<file path="config.mk">
export PLATFORM = sky130hd
export DESIGN_NAME = cpu_job_scheduler_tick
export DESIGN_NICKNAME = d
export VERILOG_FILES = /design/src/rtl/cjst_pkg.sv /design/src/rtl/cjst_ram.sv /design/src/rtl/cpu_job_scheduler_tick.sv
export VERILOG_INCLUDE_DIRS = /design/src /design/src/rtl
export SDC_FILE = /design/constraint.sdc
export NUM_CORES = 2
export LEC_CHECK = 0
export BUFFER_PORTS_ARGS = -buffer_cell sky130_fd_sc_hd__buf_2
export CAP_MARGIN = 30
export CORE_ASPECT_RATIO = 0.75
export CORE_MARGIN = 1.5
export CORE_UTILIZATION = 40
export CTS_BUF_LIST = sky130_fd_sc_hd__clkbuf_16
export CTS_CLUSTER_SIZE = 14
export DETAILED_ROUTE_END_ITERATION = 8
export GPL_TIMING_DRIVEN = 0
export HOLD_SLACK_MARGIN = 0.1
export PLACE_DENSITY = 0.67
export SLEW_MARGIN = 20
export SYNTH_ARGS = -nofsm -noshare
export SYNTH_HDL_FRONTEND = slang
export SYNTH_HIERARCHICAL = 1
export SYNTH_SLANG_ARGS = --single-unit
</file>
<file path="constraint.sdc">
create_clock -name aclk -period 15.7 [get_ports aclk]
set_input_delay 0.785 -clock aclk [delete_from_list [all_inputs] [get_ports aclk]]
set_output_delay 0.785 -clock aclk [all_outputs]
set_load 0.02 [all_outputs]
</file>
<file path="src/rtl/cpu_job_scheduler_tick_macros.svh">
// Assertion helpers for the scheduler block. Both sample on aclk and are
// switched off while aresetn is low.
`ifndef CPU_JOB_SCHEDULER_TICK_MACROS_SVH
`define CPU_JOB_SCHEDULER_TICK_MACROS_SVH

// Same-cycle implication.
`define CJST_ASSERT_HOLD(label, ante, cons, msg) \
    label: assert property (@(posedge aclk) disable iff (!aresetn) (ante) |-> (cons)) \
        else $error(msg);

// Next-cycle implication.
`define CJST_ASSERT_NEXT(label, ante, cons, msg) \
    label: assert property (@(posedge aclk) disable iff (!aresetn) (ante) |=> (cons)) \
        else $error(msg);

`endif

</file>
<file path="src/rtl/cjst_pkg.sv">
`default_nettype none

package cjst_pkg;

    // Request actions
    localparam logic ACT_LOAD = 1'b0;
    localparam logic ACT_TICK = 1'b1;

    // Register indexes (paddr[3:2])
    localparam logic [1:0] REG_POLICY     = 2'd0;
    localparam logic [1:0] REG_QUANTUM    = 2'd1;
    localparam logic [1:0] REG_USED_SLOTS = 2'd2;

    // Policy codes
    localparam logic [1:0] POL_FIFO = 2'd0;
    localparam logic [1:0] POL_RR   = 2'd1;
    localparam logic [1:0] POL_SJF  = 2'd2;
    localparam logic [1:0] POL_PSJF = 2'd3;

    localparam logic [15:0] QUANTUM_RESET = 16'd500;
    localparam logic [4:0]  USED_RESET    = 5'd16;
    localparam logic [4:0]  RETIRED_MAX   = 5'd31;

    typedef struct packed {
        logic        action;
        logic [3:0]  slot;
        logic [31:0] ready_time;
        logic [23:0] run_length;
    } in_t;

    typedef struct packed {
        logic [31:0] time_now;
        logic [3:0]  run_slot;
        logic        cpu_busy;
        logic        switched;
        logic        completed;
        logic [3:0]  completed_slot;
        logic [15:0] arrived_mask;
        logic        all_done;
    } out_t;

endpackage

`default_nettype wire

</file>
<file path="src/rtl/cjst_ram.sv">
`default_nettype none

module cjst_ram #(
    parameter int WIDTH = 32,
    parameter int DEPTH = 16
) (
    input  wire                       clk,
    input  wire                       we,
    input  wire [$clog2(DEPTH)-1:0]   waddr,
    input  wire [WIDTH-1:0]           wdata,
    input  wire [$clog2(DEPTH)-1:0]   raddr,
    output logic [WIDTH-1:0]          rdata
);

    logic [WIDTH-1:0] mem [DEPTH];

    always_ff @(posedge clk) begin
        if (we) begin
            mem[waddr] <= wdata;
        end
        rdata <= mem[raddr];
    end

endmodule

`default_nettype wire

</file>
<file path="src/rtl/cpu_job_scheduler_tick.sv">
// Single-processor job scheduler, at most one time tick per tick request.
// Input channel (s_valid/s_ready/s_data): a load request writes one job slot
// (ready time, run length), clears its arrived mark and returns nothing. A tick
// request advances time by one tick (not when it retires the last job or all
// jobs are done) and returns exactly one result (m_valid/m_ready/m_data).
// Config: APB-style port, policy 0x0, quantum 0x4, used_slots 0x8. The user
// writes it only while idle; the block does not enforce it. pready is tied high.
// A tick walks the slots in use through one shared compare unit reading the
// slot memories one entry per cycle, after S_MOD has found the rotation start
// by repeatedly subtracting amount from last+1, last being the most recently
// dispatched slot. A tick that retires the last job goes from S_RET straight
// to S_OUT; ticks after all jobs are done go from S_IDLE straight to S_OUT.
// The result sits in an output register; s_ready returns while it waits,
// and the next tick stalls only when it wants to write a new result.
// Reset clears the time counter, the running job and the arrived marks, and
// sets the config registers to their defaults. Slot memories are not cleared:
// every slot in use must be loaded before the first tick.
`default_nettype none

module cpu_job_scheduler_tick
    import cjst_pkg::*;
#(
    parameter int SLOTS     = 16,
    parameter int TIME_BITS = 32
) (
    input  wire         aclk,
    input  wire         aresetn,
    // request channel
    input  wire         s_valid,
    output logic        s_ready,
    input  wire in_t    s_data,
    // result channel
    output logic        m_valid,
    input  wire         m_ready,
    output out_t        m_data,
    // config port
    input  wire         psel,
    input  wire         penable,
    input  wire         pwrite,
    input  wire  [3:0]  paddr,
    input  wire  [31:0] pwdata,
    output logic [31:0] prdata,
    output logic        pready
);

`include "cpu_job_scheduler_tick_macros.svh"

    localparam int SLOT_W = $clog2(SLOTS);
    localparam int CNT_W  = $clog2(SLOTS + 1);

    // sequencer states
    localparam logic [2:0] S_IDLE = 3'd0;  // wait for request
    localparam logic [2:0] S_RET  = 3'd1;  // retire check on running job
    localparam logic [2:0] S_MOD  = 3'd2;  // rotation start for round robin
    localparam logic [2:0] S_SCAN = 3'd3;  // walk slots: arrivals + pick
    localparam logic [2:0] S_PICK = 3'd4;  // last scanned slot
    localparam logic [2:0] S_DISP = 3'd5;  // dispatch, read chosen slot
    localparam logic [2:0] S_DEC  = 3'd6;  // decrement, build result
    localparam logic [2:0] S_OUT  = 3'd7;  // hand result to output register

    logic [2:0]           state_reg, state_next;
    logic [1:0]           policy_reg, policy_next;
    logic [15:0]          quantum_reg, quantum_next;
    logic [4:0]           used_reg, used_next;

    logic [TIME_BITS-1:0] tick_reg, tick_next;
    logic [SLOT_W-1:0]    cur_job_reg, cur_job_next;
    logic                 cur_valid_reg, cur_valid_next;
    logic [4:0]           retired_reg, retired_next;
    logic [15:0]          slice_reg, slice_next;
    logic                 done_reg, done_next;
    logic [SLOTS-1:0]     arrived_reg, arrived_next;

    logic                 keep_reg, keep_next;
    logic [CNT_W-1:0]     rot_reg, rot_next;
    logic [SLOT_W-1:0]    issue_reg, issue_next;
    logic                 chk_valid_reg, chk_valid_next;
    logic [SLOT_W-1:0]    chk_idx_reg, chk_idx_next;
    logic                 best_valid_reg, best_valid_next;
    logic [SLOT_W-1:0]    best_idx_reg, best_idx_next;
    logic [31:0]          best_key_reg, best_key_next;
    logic                 any_valid_reg, any_valid_next;
    logic [SLOT_W-1:0]    any_idx_reg, any_idx_next;
    logic                 hi_valid_reg, hi_valid_next;
    logic [SLOT_W-1:0]    hi_idx_reg, hi_idx_next;
    logic [15:0]          mask_reg, mask_next;

    out_t                 res_reg, res_next;
    logic                 m_valid_reg, m_valid_next;
    out_t                 m_data_reg, m_data_next;

    // memory ports
    logic                 rt_we;
    logic                 rem_we;
    logic [SLOT_W-1:0]    waddr;
    logic [23:0]          rem_wdata;
    logic [SLOT_W-1:0]    raddr;
    logic [31:0]          rt_rdata;
    logic [23:0]          rem_rdata;

    // helpers
    logic [CNT_W-1:0]     amount;
    logic [15:0]          q_eff;
    logic                 s_fire;
    logic                 cfg_wr;
    logic [SLOT_W+3:0]    slot_ext;
    logic [SLOT_W-1:0]    slot_idx;
    logic                 slot_ok;
    logic [SLOT_W+3:0]    cur_ext;
    logic [SLOT_W+3:0]    chk_ext;
    logic                 match;
    logic                 elig;
    logic [31:0]          key;
    logic [4:0]           retired_inc;
    logic [16:0]          slice_inc;
    logic                 pick_valid;
    logic [SLOT_W-1:0]    pick_idx;

    cjst_ram #(.WIDTH(32), .DEPTH(SLOTS)) u_ready_ram (
        .clk   (aclk),
        .we    (rt_we),
        .waddr (waddr),
        .wdata (s_data.ready_time),
        .raddr (raddr),
        .rdata (rt_rdata)
    );

    cjst_ram #(.WIDTH(24), .DEPTH(SLOTS)) u_remain_ram (
        .clk   (aclk),
        .we    (rem_we),
        .waddr (waddr),
        .wdata (rem_wdata),
        .raddr (raddr),
        .rdata (rem_rdata)
    );

    assign s_ready = (state_reg == S_IDLE);
    assign s_fire  = s_valid && s_ready;
    assign m_valid = m_valid_reg;
    assign m_data  = m_data_reg;
    assign pready  = 1'b1;
    assign cfg_wr  = psel && penable && pwrite;

    // effective register values
    always_comb begin
        if (used_reg == 5'd0) begin
            amount = CNT_W'(1);
        end else if (32'(used_reg) > SLOTS) begin
            amount = CNT_W'(SLOTS);
        end else begin
            amount = CNT_W'(used_reg);
        end
    end
    assign q_eff = (quantum_reg == 16'd0) ? 16'd1 : quantum_reg;

    assign slot_ext = {{SLOT_W{1'b0}}, s_data.slot};
    assign slot_idx = slot_ext[SLOT_W-1:0];
    assign slot_ok  = 32'(s_data.slot) < SLOTS;
    assign cur_ext  = {4'b0, cur_job_reg};
    assign chk_ext  = {4'b0, chk_idx_reg};

    // per-slot compare unit, fed by the memory read of the previous cycle
    assign match = {{TIME_BITS{1'b0}}, rt_rdata} == {32'b0, tick_reg};
    assign elig  = (arrived_reg[chk_idx_reg] || match) && (rem_rdata != 24'd0);
    assign key   = (policy_reg == POL_FIFO) ? rt_rdata : {8'b0, rem_rdata};

    assign retired_inc = (retired_reg == RETIRED_MAX) ? RETIRED_MAX
                                                      : retired_reg + 5'd1;
    assign slice_inc   = {1'b0, slice_reg} + 17'd1;

    // final choice after the scan
    always_comb begin
        pick_valid = 1'b0;
        pick_idx   = cur_job_reg;
        if (keep_reg) begin
            pick_valid = 1'b1;
        end else if (policy_reg == POL_RR) begin
            if (cur_valid_reg && hi_valid_reg) begin
                pick_valid = 1'b1;
                pick_idx   = hi_idx_reg;
            end else begin
                pick_valid = any_valid_reg;
                pick_idx   = any_idx_reg;
            end
        end else begin
            pick_valid = best_valid_reg;
            pick_idx   = best_idx_reg;
        end
    end

    // config read
    always_comb begin
        unique case (paddr[3:2])
            REG_POLICY:     prdata = {30'b0, policy_reg};
            REG_QUANTUM:    prdata = {16'b0, quantum_reg};
            REG_USED_SLOTS: prdata = {27'b0, used_reg};
            default:        prdata = 32'b0;
        endcase
    end

    // sequencer
    always_comb begin
        state_next      = state_reg;
        policy_next     = policy_reg;
        quantum_next    = quantum_reg;
        used_next       = used_reg;
        tick_next       = tick_reg;
        cur_job_next    = cur_job_reg;
        cur_valid_next  = cur_valid_reg;
        retired_next    = retired_reg;
        slice_next      = slice_reg;
        done_next       = done_reg;
        arrived_next    = arrived_reg;
        keep_next       = keep_reg;
        rot_next        = rot_reg;
        issue_next      = issue_reg;
        chk_valid_next  = 1'b0;
        chk_idx_next    = chk_idx_reg;
        best_valid_next = best_valid_reg;
        best_idx_next   = best_idx_reg;
        best_key_next   = best_key_reg;
        any_valid_next  = any_valid_reg;
        any_idx_next    = any_idx_reg;
        hi_valid_next   = hi_valid_reg;
        hi_idx_next     = hi_idx_reg;
        mask_next       = mask_reg;
        res_next        = res_reg;
        m_valid_next    = m_valid_reg;
        m_data_next     = m_data_reg;

        rt_we     = 1'b0;
        rem_we    = 1'b0;
        waddr     = slot_idx;
        rem_wdata = s_data.run_length;
        raddr     = cur_job_reg;

        if (m_valid_reg && m_ready) begin
            m_valid_next = 1'b0;
        end

        if (cfg_wr) begin
            unique case (paddr[3:2])
                REG_POLICY:     policy_next  = pwdata[1:0];
                REG_QUANTUM:    quantum_next = pwdata[15:0];
                REG_USED_SLOTS: used_next    = pwdata[4:0];
                default:        ;
            endcase
        end

        // scanned slot from the previous read
        if (chk_valid_reg) begin
            if (match) begin
                arrived_next[chk_idx_reg] = 1'b1;
                if (32'(chk_idx_reg) < 16) begin
                    mask_next[chk_ext[3:0]] = 1'b1;
                end
            end
            if (elig) begin
                if (!any_valid_reg) begin
                    any_valid_next = 1'b1;
                    any_idx_next   = chk_idx_reg;
                end
                if (!hi_valid_reg && CNT_W'(chk_idx_reg) >= rot_reg) begin
                    hi_valid_next = 1'b1;
                    hi_idx_next   = chk_idx_reg;
                end
                if (!best_valid_reg || key < best_key_reg) begin
                    best_valid_next = 1'b1;
                    best_idx_next   = chk_idx_reg;
                    best_key_next   = key;
                end
            end
        end

        unique case (state_reg)
            S_IDLE: begin
                // raddr holds the running job, so its remaining time is
                // ready in S_RET
                if (s_fire) begin
                    if (s_data.action == ACT_LOAD) begin
                        if (slot_ok) begin
                            rt_we  = 1'b1;
                            rem_we = 1'b1;
                            arrived_next[slot_idx] = 1'b0;
                        end
                    end else begin
                        res_next          = '0;
                        res_next.time_now = 32'(tick_reg);
                        if (done_reg) begin
                            res_next.all_done = 1'b1;
                            state_next        = S_OUT;
                        end else begin
                            state_next = S_RET;
                        end
                    end
                end
            end

            S_RET: begin
                mask_next       = 16'b0;
                best_valid_next = 1'b0;
                any_valid_next  = 1'b0;
                hi_valid_next   = 1'b0;
                issue_next      = '0;
                rot_next        = CNT_W'(cur_job_reg) + CNT_W'(1);
                keep_next       = cur_valid_reg &&
                                  ((policy_reg == POL_FIFO) || (policy_reg == POL_SJF) ||
                                   ((policy_reg == POL_RR) && (slice_reg != 16'd0)));
                state_next      = S_MOD;
                if (cur_valid_reg && rem_rdata == 24'd0) begin
                    cur_valid_next          = 1'b0;
                    keep_next               = 1'b0;
                    retired_next            = retired_inc;
                    res_next.completed      = 1'b1;
                    res_next.completed_slot = cur_ext[3:0];
                    if (32'(retired_inc) >= 32'(amount)) begin
                        done_next         = 1'b1;
                        res_next.all_done = 1'b1;
                        state_next        = S_OUT;
                    end
                end
            end

            S_MOD: begin
                // rotation start = (current + 1) mod amount, one subtract a cycle
                if (rot_reg >= amount) begin
                    rot_next = rot_reg - amount;
                end else begin
                    state_next = S_SCAN;
                end
            end

            S_SCAN: begin
                raddr          = issue_reg;
                chk_valid_next = 1'b1;
                chk_idx_next   = issue_reg;
                if (CNT_W'(issue_reg) + CNT_W'(1) == amount) begin
                    state_next = S_PICK;
                end else begin
                    issue_next = issue_reg + SLOT_W'(1);
                end
            end

            S_PICK: begin
                state_next = S_DISP;
            end

            S_DISP: begin
                if (pick_valid && (!cur_valid_reg || pick_idx != cur_job_reg)) begin
                    cur_job_next      = pick_idx;
                    cur_valid_next    = 1'b1;
                    slice_next        = 16'd0;
                    res_next.switched = 1'b1;
                end
                raddr      = cur_job_next;
                state_next = S_DEC;
            end

            S_DEC: begin
                if (cur_valid_reg) begin
                    waddr             = cur_job_reg;
                    rem_wdata         = rem_rdata - 24'd1;
                    rem_we            = (rem_rdata != 24'd0);
                    res_next.run_slot = cur_ext[3:0];
                    res_next.cpu_busy = 1'b1;
                end
                res_next.arrived_mask = mask_reg;
                if (slice_inc >= {1'b0, q_eff}) begin
                    slice_next = 16'd0;
                end else begin
                    slice_next = slice_inc[15:0];
                end
                if (tick_reg != {TIME_BITS{1'b1}}) begin
                    tick_next = tick_reg + TIME_BITS'(1);
                end
                state_next = S_OUT;
            end

            S_OUT: begin
                if (!m_valid_reg || m_ready) begin
                    m_valid_next = 1'b1;
                    m_data_next  = res_reg;
                    state_next   = S_IDLE;
                end
            end

            default: begin
                state_next = S_IDLE;
            end
        endcase
    end

    // control state
    always_ff @(posedge aclk) begin
        if (!aresetn) begin
            state_reg     <= S_IDLE;
            policy_reg    <= POL_FIFO;
            quantum_reg   <= QUANTUM_RESET;
            used_reg      <= USED_RESET;
            tick_reg      <= '0;
            cur_job_reg   <= '0;
            cur_valid_reg <= 1'b0;
            retired_reg   <= 5'd0;
            slice_reg     <= 16'd0;
            done_reg      <= 1'b0;
            arrived_reg   <= '0;
            chk_valid_reg <= 1'b0;
            m_valid_reg   <= 1'b0;
        end else begin
            state_reg     <= state_next;
            policy_reg    <= policy_next;
            quantum_reg   <= quantum_next;
            used_reg      <= used_next;
            tick_reg      <= tick_next;
            cur_job_reg   <= cur_job_next;
            cur_valid_reg <= cur_valid_next;
            retired_reg   <= retired_next;
            slice_reg     <= slice_next;
            done_reg      <= done_next;
            arrived_reg   <= arrived_next;
            chk_valid_reg <= chk_valid_next;
            m_valid_reg   <= m_valid_next;
        end
    end

    // datapath, no reset needed
    always_ff @(posedge aclk) begin
        keep_reg       <= keep_next;
        rot_reg        <= rot_next;
        issue_reg      <= issue_next;
        chk_idx_reg    <= chk_idx_next;
        best_valid_reg <= best_valid_next;
        best_idx_reg   <= best_idx_next;
        best_key_reg   <= best_key_next;
        any_valid_reg  <= any_valid_next;
        any_idx_reg    <= any_idx_next;
        hi_valid_reg   <= hi_valid_next;
        hi_idx_reg     <= hi_idx_next;
        mask_reg       <= mask_next;
        res_reg        <= res_next;
        m_data_reg     <= m_data_next;
    end

    // checks
    `CJST_ASSERT_NEXT(a_done_sticky, done_reg, done_reg, "done flag dropped without reset")
    `CJST_ASSERT_NEXT(a_retired_mono, 1'b1, retired_reg >= $past(retired_reg),
                      "retired count went down")
    `CJST_ASSERT_HOLD(a_busy_not_done, m_valid_reg && m_data_reg.cpu_busy,
                      !m_data_reg.all_done, "busy result flagged as done")
    `CJST_ASSERT_HOLD(a_scan_bound, state_reg == S_SCAN, CNT_W'(issue_reg) < amount,
                      "scan index beyond slots in use")

endmodule

`default_nettype wire
</file>
Word level (Yosys, flattened, before mapping)
Memories as Yosys holds them, arrays and structs flattened. A register that Yosys moved wholly into a read port is not among the register bits.
Cells that the tools add are included.
{"block": "word_totals", "ff_bits": 300, "mem_bits_rw": 896, "in_bits": 104, "output_inout_bits": 95, "n_memories": 2}
{"block": "classes", "addsub": 8, "order_cmp": 10, "n_eq_ne": 27, "n_mux": 73, "bitwise": 5, "n_reduce_logical": 61}
{"name": "u_ready_ram.mem", "depth": 16, "word_bits": 32, "read_ports": 1, "rd_ports_with_merged_regs": 1, "wr": 1, "line": "cjst_ram.sv:15", "source": "logic [WIDTH-1:0] mem [DEPTH];"}
{"name": "u_remain_ram.mem", "depth": 16, "word_bits": 24, "read_ports": 1, "rd_ports_with_merged_regs": 1, "wr": 1, "line": "cjst_ram.sv:15"}
{"op": "16-bit 2-to-1 mux", "n": 8}
{"op": "16-bit one-hot mux with 2 select lines", "n": 2}
{"op": "28-bit 2-to-1 mux", "n": 2}
{"op": "24-bit 2-to-1 mux", "n": 2}
{"op": "16-bit one-hot mux with 3 select lines", "n": 1}
{"op": "32-bit by 1-bit adder with 32-bit output, second input constant", "n": 1}
{"op": "32-bit == test", "n": 1}
{"op": "32-bit < comparator", "n": 1}
{"op": "32-bit 2-to-1 mux", "n": 1}
{"op": "32-bit inequality test, second input constant", "n": 1}
{"op": "16-bit OR", "n": 2}
{"op": "5-bit 2-to-1 mux", "n": 6}
{"op": "5-bit one-hot mux with 2 select lines", "n": 3}
{"op": "4-bit 2-to-1 mux", "n": 7}
{"op": "24-bit logical NOT", "n": 1}
{"op": "3-bit 2-to-1 mux", "n": 8}
{"op": "3-bit one-hot mux with 8 select lines", "n": 1}
{"op": "24-bit nonzero test", "n": 1}
{"op": "24-bit by 1-bit subtractor with 24-bit output, second input constant", "n": 1}
{"op": "1-bit 2-to-1 mux", "n": 23}
{"op": "2-bit AND reduction", "n": 11}
{"op": "3-bit AND reduction", "n": 7}
{"op": "2-bit inequality test, second input constant", "n": 9}
{"op": "16-bit by 1-bit adder with 17-bit output, second input constant", "n": 1}
{"op": "37 further kinds", "n": 83}

Logic depth before layout (Yosys ltp)
{"block": "depth", "depth_word": 11, "depth_mapped": 15, "mapped_depth_nobuf": 14}

Modules after synthesis
Netlist, hierarchy kept.
{"module": "cjst_ram (u_ready_ram)", "n_inst": 1, "cells_per_inst": 838, "area_each_um2": 19835.3}
{"module": "cpu_job_scheduler_tick", "n_inst": 1, "cells_per_inst": 1424, "area_each_um2": 15219.6}
{"module": "cjst_ram (u_remain_ram)", "n_inst": 1, "cells_per_inst": 636, "area_each_um2": 14930.6}

Worst setup path after synthesis
No wires, ideal clock.
{"block": "synth_path", "path_type": "register to register", "start": "reg state_reg[0]", "end": "mem u_ready_ram.mem[0][0] (enable)", "setup_ns": 0.461, "arrival_time_ns": 4.485, "required_ns": 15.239, "path_slack_ns": 10.754, "stages_incl_launch_ff": 10, "path_buffers": 1, "synth_period_minus_slack_ns": 4.946, "cell_sequence": "dfxtp_1 > inv_1 > ha_1 > clkbuf_1 > nand2_1 > clkinv_1 > nand2_1 > mux2_2 > or3b_2 > nor3_1"}
{"block": "synth_between", "word_cells_on_any_way": 8}
{"element": "from (decl)", "line": "cpu_job_scheduler_tick.sv:61", "source": "logic [2:0] state_reg, state_next;"}
{"element": "from (signal assigned)", "line": "cpu_job_scheduler_tick.sv:410", "source": "state_reg <= state_next;"}
{"element": "3-bit == test", "line": "cpu_job_scheduler_tick.sv:275", "source": "unique case (state_reg)"}
{"element": "4-bit 2-to-1 mux", "line": "cpu_job_scheduler_tick.sv:275"}
{"element": "via waddr[2]", "line": "cpu_job_scheduler_tick.sv:95", "source": "logic [SLOT_W-1:0] waddr;"}
{"element": "to (decl)", "line": "cjst_ram.sv:15"}
The timed path passes the listed nets, and every way through them passes these cells.

Worst setup path after layout
{"block": "layout_path", "start": "reg state_reg[0]", "end": "mem u_ready_ram.mem[7][7] (enable)"}
Same word-level chain as after synthesis.

==> reports/qor.csv <==
stage,metric,value,unit
finish,max reg flops,512,
routing,routed vias/inst,5.57,
clocking,CTS tree,built,
finish,"non-filler cells, final",5024,
synth,Synth Flop Type,edfxtp_1,
synth,Mapped Area,0.0500,mm^2
synth,register area share after synthesis,0.716,
power,Power Internal,5.14,mW
placed_design,Placer Congestion,0.884,
synth,top cell type's share of synthesized area,0.645,
finish,final instance area,0.0577,mm^2
synth,"FFs w/ async S/R, synth",0,
sta,Slew HR,0.327,
sta,fin crit period,5.43,ns
clocking,CTS root buf,clkbuf_16,
routing,Iteration-0 DRC Markers,3362,
finish,top flop regs,"u_ready_ram/mem (512), u_remain_ram/mem (384)",
synth,top post-synthesis cells by area,"edfxtp_1 65%, mux4_2 10%, dfxtp_1 7.1%",
critical_path,Startpoint Class,register,
sta,Final Max Tran Viols,0,
synth,Synth Warn #,6,
grt,largest net degree at the start of global routing,34,
clocking,Resized Gates After CTS,0,
clocking,number of setup buffers added after CTS,0,
routing,first-pass iteration count of the detailed router,8,
clocking,hold-fix buffers at CTS,0,
power,maximum VDD drop,0.0999,mV
floorplanning,core area,0.124,mm^2
floorplanning,chip width,411,um
grt,global-route wire length before repair,182000,um
grt,total congestion overflow,0,
sta,worst slew pin tran,1.01,ns
routing,Avg WL per Cell,25.1,um
synth,"Avg Cell Area, Syn",17.2,um^2
finish,nets,3448,
clocking,Worst-path clk slew,0.06,ns
critical_path,CP arrival,5.83,ns
run_status,status,"finished, violations left",
routing,DRC Markers,46,
synth,"EDFF count, synth",1074,
sta,unrepaired setup endpoints after global routing,no,
synth,number of synthesized register bits,1252,
floorplanning,die area,0.127,mm^2
power,Psw,1.52,mW
sta,Fin Setup TNS,0,ns
power,Static Leak,19.4,nW
grt,GRT Util Overall,0.196,
finish,share of cells above drive strength 1,0.229,
routing,DR vias,27965,
grt,antenna violations before repair,14,
placed_design,IO buf count,161,
sta,"Hold Violations, Final",0,
floorplanning,Initial Util,0.403,
sta,Final period util,0.346,
routing,post-route ant nets,0,
synth,Post-Syn Instances,2898,
routing,Post-Route WL,126000,um
finish,synthesis-to-finish area growth,15.5,%
clocking,CTS Buf Count,113,
clocking,later-pin clock latency in the skew report,0.76,ns
placed_design,placed cells,4793,
clocking,# clock sinks,1252,
run_status,failing checks,DRC,
clocking,Clock Path Buffers,3,
critical_path,worst path required time,16.10,ns
sta,final setup margin,10.27,ns
power,Clock Power Share,0.384,
floorplanning,IO Pins,199,
power,P per Cell Area,115,mW/mm^2
critical_path,critical path class,register to register,
floorplanning,# rows,112,
synth,Yosys cell types,76,
sta,Worst Skew,0.0619,ns
floorplanning,height of the die,309,um
power,sw frac,0.228,
sta,fmax,0.184,GHz
placed_design,dpl cell area,0.0542,mm^2
sta,Final Setup Violations,0,
grt,vias in the first global route,27126,
critical_path,maximum fanout along the worst path,19,
finish,fill count,10554,
finish,Biggest register,u_ready_ram/mem,
placed_design,pre-CTS setup slack,10.34,ns
worst_hold_path,class of the worst hold path,primary input to register,
run,total of max-cap violations,0,
critical_path,CP Capture Type,register,
clocking,H-tree level count,3,
finish,post-layout util,0.465,
power,Comb pwr share,0.057,
placed_design,Detailed Place HPWL,86900,um
synth,Synth area leader,edfxtp_1,
power,register share of total power,0.559,
[cell families (layout without fill, tap and decap cells)]
family	count (synthesis)	count (layout)	synth area share
buffers and inverters	232	688	0.0207
AO/OA/AOI/OAI	370	370	0.0526
XOR/XNOR	100	100	0.0175
flip-flops	1252	1252	0.716
adder cells (fa/ha/maj)	73	73	0.0184
other	2	19	0.000150
multiplexers	276	276	0.113
AND/OR/NAND/NOR	593	593	0.0609
[power by group through the flow]
stage / registers (mW) / logic, mW / clock network (mW)
final: 3.73 / 0.379 / 2.56
after global routing: 3.73 / 0.415 / 2.73
after CTS: 3.73 / 0.375 / 2.61
after detailed placement: 3.80 / 0.372 / 0
after global placement: 3.80 / 0.351 / 0
after floorplan: 3.78 / 0.233 / 0
[cell usage after synthesis (26+ instances only)]
library cell / instances
edfxtp_1: 1074
mux4_2: 229
nand2_1: 189
dfxtp_1: 178
a22oi_1: 112
clkbuf_1: 92
nor2_1: 92
inv_1: 75
ha_1: 72
xor2_1: 68
and2_1: 51
o21ai_0: 51
nand3_1: 44
a21oi_1: 39
xnor2_1: 32
nand4_1: 31
and3_1: 30
nor3_1: 28
mux2_2: 27
a21o_1: 26
buf_4: 26
nor2b_1: 26
[per-layer routing]
metal,global-route usage,part of all wire
met5,0,0.00043
met1,0.287,0.43
met3,0.0539,0.10
met2,0.290,0.44
met4,0.0490,0.023
[critical path, stage by stage, from the launching register on]
cell and delay [ns]:
dfxtp_1 0.38, inv_1 0.08, ha_1 0.19, clkbuf_1 0.24, nand2_1 0.49, clkinv_1 0.40, nand2_1 0.64, clkbuf_1 0.60
nand2_1 0.16, o21ai_2 0.38, nand2_1 0.47, nor2_4 0.70, buf_12 0.27
[cell type report]
| class | instances | area (um^2) | share of cell area |
|---|---|---|---|
| Sequential cell | 1252 | 35800 | 0.620 |
| Multi-Input combinational cell | 1429 | 13400 | 0.233 |
| Clock buffer | 114 | 2850 | 0.0494 |
| Tap cell | 1653 | 2070 | 0.0358 |
| Timing Repair Buffer | 243 | 1920 | 0.0332 |
| Buffer | 154 | 739 | 0.0128 |
| Clock inverter | 99 | 583 | 0.0101 |
| Inverter | 78 | 293 | 0.00507 |
| Antenna cell | 2 | 5.00 | 0.0000867 |
[placed cells by master (no fill, tap or decap), types with 16 or more instances in the layout]
cell,n
edfxtp_1,1074
mux4_2,229
nand2_1,189
buf_2,183
dfxtp_1,178
clkbuf_16,114
a22oi_1,112
inv_1,107
clkbuf_1,92
ha_1,72
xor2_1,68
nor2_1,68
buf_4,65
and2_1,51
nand3_1,44
a21oi_1,38
o21ai_0,33
xnor2_1,32
nand4_1,31
clkinv_1,31
and3_1,30
mux2_2,27
a21o_1,26
nor2b_1,25
clkinv_2,24
nor2_4,24
o21ai_1,22
nor4_1,21
o21a_1,21
nor3_1,20
mux2i_1,20
a21boi_0,20
nand2b_1,18
buf_12,18
conb_1,17
o221a_2,16
[worst paths after layout]
| kind | to | slack, ns | startpoint | depth (start not counted) |
|---|---|---|---|---|
| worst min-delay path | quantum_reg[5]$_SDFFE_PN1P_ | 0.27 | pwdata[5] | 3 |
| worst max register to register | u_ready_ram/mem[7][7]$_DFFE_PP_ | 10.27 | state_reg[0]$_SDFFE_PN0P_ | 12 |
| worst min register to register | m_data[27]$_DFFE_PP_ | 0.41 | res_reg[27]$_SDFFCE_PN0P_ | 0 |
| worst max-delay path | u_ready_ram/mem[7][7]$_DFFE_PP_ | 10.27 | state_reg[0]$_SDFFE_PN0P_ | 12 |
[through the flow]
step	hold WS [ns]	total power, mW
3_3_place_gp	0.403	4.15
4_1_cts	0.221	6.71
5_1_grt	0.241	6.87
3_5_place_dp	0.405	4.17
6_report	0.274	6.67
2_1_floorplan	0.400	4.01
Note: power is estimated with default switching activity, not from simulation.
